$ cat src/sck_pkg.sv
// Shared types, codes and fixed-point constants of the cubic spline kernel unit.
// No dependencies.
`timescale 1ns / 1ps

package sck_pkg;

    // Fraction bits of the distance, separation and smoothing length inputs.
    localparam int FRAC_BITS = 20;
    localparam int OUT_FRAC  = 24;

    // Scale exponents of the final division, W uses h^3, the others h^4.
    localparam int S3   = 3 * FRAC_BITS + OUT_FRAC - 64;
    localparam int S4   = 4 * FRAC_BITS + OUT_FRAC - 64;
    localparam int NSH3 = (S3 > 0) ? S3 : 0;
    localparam int DSH3 = (S3 < 0) ? -S3 : 0;
    localparam int NSH4 = (S4 > 0) ? S4 : 0;
    localparam int DSH4 = (S4 < 0) ? -S4 : 0;

    // Divider geometry
    localparam int NUM_W   = 176;
    localparam int DEN_W   = 124;
    localparam int QUO_W   = 48;
    localparam int DIV_LAT = QUO_W + 1;

    localparam int SQ_STEPS = 32;

    // 1/pi in Q0.32 times 8, 24 and 48; 1/3 in Q0.32
    localparam logic [35:0] K_KERNEL  = 36'd10937044408;
    localparam logic [35:0] K_DHDW    = 36'd32811133224;
    localparam logic [35:0] K_GRAD    = 36'd65622266448;
    localparam logic [31:0] THIRD_Q32 = 32'd1431655765;

    typedef enum logic [1:0] {
        FN_KERNEL = 2'd0,
        FN_GRAD   = 2'd1,
        FN_DWDH   = 2'd2,
        FN_NONE   = 2'd3
    } t_func;

    // Sideband across the square root
    typedef struct packed {
        logic             vld;
        t_func            func;
        logic             hzero;
        logic [30:0]      r;
        logic [30:0]      h;
        logic [2:0][31:0] mag;
        logic [2:0]       pos;
        logic [61:0]      h2;
    } t_sba;

    // Sideband across the u and direction dividers and the polynomial stages
    typedef struct packed {
        logic         vld;
        t_func        func;
        logic         hzero;
        logic         kill;
        logic         half;
        logic         third;
        logic [2:0]   lnz;
        logic [2:0]   pos;
        logic [92:0]  d3;
        logic [123:0] d4;
    } t_sbb;

    // Sideband across the final scaling dividers
    typedef struct packed {
        logic       vld;
        t_func      func;
        logic       hzero;
        logic       kill;
        logic [2:0] lnz;
        logic [2:0] neg;
    } t_sbc;

    typedef struct packed {
        logic [47:0] scalar;
        logic [47:0] gx;
        logic [47:0] gy;
        logic [47:0] gz;
        logic        ovf;
        logic        badh;
    } t_res;

endpackage

$ cat src/sck_isqrt.sv
// Pipelined integer square root of a 64-bit radicand, one result bit per stage.
// Depends on sck_pkg.
`timescale 1ns / 1ps

module sck_isqrt import sck_pkg::*; (
    input  logic        i_clk,
    input  logic        i_en,
    input  logic [63:0] i_rad,
    output logic [31:0] o_root
);

    logic [63:0] r_x [SQ_STEPS];
    logic [63:0] r_r [SQ_STEPS];

    for (genvar j = 0; j < SQ_STEPS; j++) begin : g_step
        localparam logic [63:0] BIT = 64'd1 << (62 - 2 * j);
        logic [63:0] n_xin;
        logic [63:0] n_rin;
        logic [63:0] n_t;
        if (j == 0) begin : g_first
            assign n_xin = i_rad;
            assign n_rin = '0;
        end else begin : g_rest
            assign n_xin = r_x[j-1];
            assign n_rin = r_r[j-1];
        end
        assign n_t = n_rin + BIT;
        always_ff @(posedge i_clk) begin
            if (i_en) begin
                if (n_xin >= n_t) begin
                    r_x[j] <= n_xin - n_t;
                    r_r[j] <= (n_rin >> 1) + BIT;
                end else begin
                    r_x[j] <= n_xin;
                    r_r[j] <= n_rin >> 1;
                end
            end
        end
    end

    assign o_root = r_r[SQ_STEPS-1][31:0];

endmodule

$ cat config.mk
export PLATFORM = sky130hd
export DESIGN_NAME = sck_isqrt
export DESIGN_NICKNAME = d
export VERILOG_FILES = /design/src/sck_pkg.sv /design/src/sck_isqrt.sv
export SDC_FILE = /design/constraint.sdc
export NUM_CORES = 2
export LEC_CHECK = 0
export ABC_CLOCK_PERIOD_IN_PS = 5700
export BUFFER_PORTS_ARGS = -buffer_cell sky130_fd_sc_hd__buf_4
export CORE_MARGIN = 8
export CORE_UTILIZATION = 24
export DETAILED_ROUTE_END_ITERATION = 6
export GPL_ROUTABILITY_DRIVEN = 0
export PLACE_DENSITY_LB_ADDON = 0.3
export SETUP_SLACK_MARGIN = 0.05
export SYNTH_ARGS = -nofsm -noshare
export SYNTH_HDL_FRONTEND = slang
export SYNTH_SLANG_ARGS = --single-unit
$ cat constraint.sdc
create_clock -name i_clk -period 5.7 [get_ports i_clk]
set_input_delay 0.57 -clock i_clk [delete_from_list [all_inputs] [get_ports i_clk]]
set_output_delay 0.57 -clock i_clk [all_outputs]
set_load 0.03 [all_outputs]
**After elaboration in Yosys (flattened, before gate mapping)**

Memory sizes are Yosys's and may differ from the RTL's.
Index checks and enable logic that the tools add are counted.
W data, S select, Z words.

- Register bits after elaboration: 0
- Bits in latches: 0
- ROM bits: 0
- Memory bits (writable): 4,096
- Input bits: 66
- Memories: 2

- $mul: 0
- Muxes and demuxes: 256
- Magnitude comparators: 32
- Shift-type cells: 0
- Add/sub/neg operators: 94
- Bitwise operators: 64
- Reductions and logical operators: 0
- Eq/ne operators: 0
- Divide/modulo/power cells: 0

Memory list:

| memory | depth | width | rd ports | clocked after memory_dff | write ports | line | text |
|---|---|---|---|---|---|---|---|
| r_r | 32 | 64 | 32 | 0 | 32 | sck_isqrt.sv:13 | `logic [63:0] r_r [SQ_STEPS];` |
| r_x | 32 | 64 | 31 | 0 | 32 | sck_isqrt.sv:12 | `logic [63:0] r_x [SQ_STEPS];` |

Operators with widths:

| operator | number |
|---|---|
| $mux W64 | 64 |
| $ge A64 B64 Y1 | 31 |
| $sub A64 B64 Y64 | 31 |
| $mux W1 | 192 |
| $add A63 B1 Y64 const B | 1 |
| $add A63 B11 Y64 const B | 1 |
| $add A63 B13 Y64 const B | 1 |
| $add A63 B15 Y64 const B | 1 |
| $add A63 B17 Y64 const B | 1 |
| $add A63 B19 Y64 const B | 1 |
| $add A63 B21 Y64 const B | 1 |
| $add A63 B23 Y64 const B | 1 |
| $add A63 B25 Y64 const B | 1 |
| $add A63 B27 Y64 const B | 1 |
| $add A63 B29 Y64 const B | 1 |
| $add A63 B3 Y64 const B | 1 |
| $add A63 B31 Y64 const B | 1 |
| $add A63 B33 Y64 const B | 1 |
| $add A63 B35 Y64 const B | 1 |
| $add A63 B37 Y64 const B | 1 |
| $add A63 B39 Y64 const B | 1 |
| $add A63 B41 Y64 const B | 1 |
| $add A63 B43 Y64 const B | 1 |
| $add A63 B45 Y64 const B | 1 |
| other kinds (45) | 108 |

**Depth between registers and ports, before layout**

An unclocked memory read counts as a cell.

- Depth in word-level cells: 7
- Gate-level depth with buffers: 15
- Gate-level depth less buffers: 13

**Worst setup path before layout**

Ideal clock, no wire load.

- Path type: input-to-reg
- Start point: input port i_en
- End point: memory r_r[28][6] (netlist: r_r[1][774]) (enable)
- Path buffers: 4
- Data arrival time: 3,951 ps
- Stages on the path: 4
- Library setup time: 485 ps
- Path slack: 1,264 ps
- Cells stage by stage: clkbuf_1 > clkbuf_1 > clkbuf_1 > clkbuf_1

RTL lines:

| element | line | text |
|---|---|---|
| start, declared | sck_isqrt.sv:7 | `input logic i_en,` |
| end, declared | sck_isqrt.sv:13 |  |

==> run summary <==
CTS tree: built
WS Path Type: register to register
Post-synth ARST share: 0%
Avg Vias per Cell: 4.43
Ranking of synthesized cells by area: edfxtp_1, ha_1, xor2_1
Worst Tran Pin Value: 1.25 ns
Worst path most repeated cell: o21ai_0
Post-synth top area share: 62.6%
Unrepaired setup endpoints after global routing: no
Via Count: 74.5k
Vias in the first global route: 75.9k
CP required: 6.35 ns
Crit-path leading delay family: compound AO/OA/AOI/OAI gates
Largest family of logic cells by synthesized area: simple AND/OR/NAND/NOR gates
Average cell area after synthesis: 12.5 sq um
Crit path to: r_x[1][691]$_DFFE_PP_
CP Max Fanout: 6
Root Driver: clkbuf_16
Worst slew margin: 14.8%
Synth Area in Compound Gates: 9.56%
First-pass DRT Iterations: 6
Most frequent cell after synthesis: edfxtp_1
Reg2reg setup slack: 0.86 ns
Residual DRC: 0
Crit Reg-Reg Endpoint: r_x[1][691]$_DFFE_PP_
Worst path max stage delay: 0.80 ns
Mapped Cells: 9611
Yosys reg bits: 2512
EDFF count, synth: 2512
CP arrival: 5.49 ns
Slew Limit Fails: 0
Mapped cell area: 120000 sq um
DP HPWL: 236 mm
Worst path bufs/invs: 0
Post-Place Worst Slack: 0.695 ns
Cell Pwr Density: 385 nW/um^2
GRT Util Overall: 11.3%
Sum Neg Setup Slack: 0 ns
Worst path depth: 11
Layout cells sized above 1: 7.11%
DR WL/cell: 18.3 um
Seq. cell area: 75400 sq um
Mux contribution to synthesized area: 0.595%
Final Hold Viols: 0
FF-to-FF Start: r_x[1][593]$_DFFE_PP_
Clock Latency Late Sink: 0.92 ns
Slowest stage cell on the critical path: nor4_1
Max cap viols: 0
CP Launch Type: register
Setup Skew: 0.0396 ns
ANT nets after route: 0
Setup violations, final: 0
Worst r2r path cells: 11
Final setup margin: 0.856 ns
Pleak: 50.4 nW
Post-Syn Nets: 10.2k
Synth Area in Adders: 5.80%
Synth cell count leaders: edfxtp_1, inv_1, nand2_1, ha_1, nor2_1
Post-Synth Simple-Gate Area: 12.1%
Die Wd: 724 um
Sequential share of the synthesized area: 62.6%
PortBufs: 97
CTS Buffer Depth: 4
Initial core utilization: 24.0%
First-pass GRT wire length: 461 mm
Worst-path cell chain: ha_1 > nand3_1 > nor3_1 > o21ai_0 > a21oi_1 > o21ai_0 > o21ai_0 > a311oi_4 > nor4_1 > o2111ai_1 > o2bb2ai_1
Total CTS buffers: 274
Crit. End Element: register
Max Clk Rate: 206 MHz
Initial antenna violation count: 4
Die Span Y: 724 um
Clk sinks: 2512
Ports: 98
Leading area contributor after synthesis: edfxtp_1
Yosys warning count: 0
CP startpoint: r_x[1][593]$_DFFE_PP_
Hold WC Path Type: input port to register
Fill count: 51.3k
Core Rows: 260
Area of the multi-input gates: 41600 sq um
Xor and xnor area share after synthesis: 6.39%
Run status: complete, no violations
Iter 0 DRT Violations: 4914
Final nets: 10.5k
Final wirelength: 308 mm
# H-tree levels: 5
Minimum clock period: 4.84 ns
Core area: 501000 sq um
Maximum vdd drop: 275 uV
Global route overflow: 0
Top_reg_cell synth: edfxtp_1
Pin count of the biggest net entering global routing: 169
Synth unique cells: 96
P&R area growth vs syn: 15.3%
Die Area: 525000 sq um
Worst-path clk slew: 0.06 ns
Final Cycle Share: 85.0%
-- cell usage in the layout (no fill, tap or decap), types with 64 or more instances in the layout --
cell	synthesis	routed
a21o_1	242	242
a21oi_1	532	532
buf_4	0	162
clkbuf_16	0	278
dlygate4sd3_1	0	64
edfxtp_1	2512	2512
ha_1	558	558
inv_1	701	700
nand2_1	695	695
nand2b_1	112	112
nand3_1	165	165
nand4_1	142	142
nor2_1	556	555
nor2b_1	64	64
nor3_1	257	257
nor4_1	359	353
o21a_1	100	99
o21ai_0	537	535
or3_1	118	118
xnor2_1	410	410
xor2_1	468	468
-- worst reg2reg max path, delay by kind of cell, from the launching register on --
kind	cells	cell delay [ns]
fa+ha+maj	1	0.37
compound gates	7	2.36
flops	1	0.40
simple gates	3	1.48
-- routing by layer --
layer	vias to the layer above	global-route usage, %	wire length (um)
met5	-	0	0
met3	614	1.43	9540
li1	36600	-	-
met2	1317	22.7	169000
met1	36000	11.6	115000
met4	0	4.80	14200
-- registers in the layout, summed over array words and instances, names as in the netlist --
name	cells
r_r	528
r_x	1984
-- power breakdown --
part | internal [mW] | switching, mW | total (mW)
logic | 4.38 | 6.45 | 10.8
registers | 23.4 | 1.85 | 25.2
clock network | 9.97 | 7.46 | 17.4
total | 37.7 | 15.8 | 53.5
-- cell type report --
type / count / area share (%)
Clock buffer: 324 / 5.13
Multi-Input combinational cell: 6182 / 30.0
Timing Repair Buffer: 242 / 1.57
Tap cell: 6681 / 6.02
Inverter: 703 / 1.90
Clock inverter: 157 / 1.07
Sequential cell: 2512 / 54.3
Antenna cell: 3 / 0.00541
-- worst min-delay path by stage --
stage / slack, ns / cells after the start / end / start
2_1_floorplan: 0.42 / 0 / r_x[0][797]$_DFFE_PP_ / r_x[0][733]$_DFFE_PP_
4_1_cts: 0.06 / 1 / r_x[0][353]$_DFFE_PP_ / i_en
5_1_grt: 0.1 / 1 / r_x[0][353]$_DFFE_PP_ / i_en
3_5_place_dp: 0.43 / 0 / r_x[1][642]$_DFFE_PP_ / r_x[1][578]$_DFFE_PP_
6_report: 0.15 / 1 / r_x[0][350]$_DFFE_PP_ / i_en
3_3_place_gp: 0.43 / 0 / r_x[0][338]$_DFFE_PP_ / r_x[0][274]$_DFFE_PP_
-- logic make-up (layout without fill, tap and decap cells) --
group,after synthesis,after routing
buffers and inverters,917,1426
AO/OA/AOI/OAI,1849,1849
flip-flops,2512,2512
other,0,3
multiplexers,65,65
XOR/XNOR,878,878
AND/OR/NAND/NOR,2832,2832
adder cells (fa/ha/maj),558,558
-- per-stage QoR --
step	std cells	power, mW	util, %	hold slack (ns)	instance area, sq um
after floorplan	9611	32.8	-	0.417	120000
after global placement	16300	36.4	25.9	0.427	130000
after detailed placement	16300	36.5	25.9	0.428	130000
after CTS	16800	54.1	27.7	0.0589	139000
after global routing	16800	56.1	27.7	0.0962	139000
final	16800	53.5	27.7	0.148	139000
-- repair_timing --
action	CTS	global route
gates resized for setup	0	0
hold buffers	64	0
buffers inserted	0	0
endpoints found under the hold margin	64	0
No activity file was read; power rests on OpenSTA's default activity.
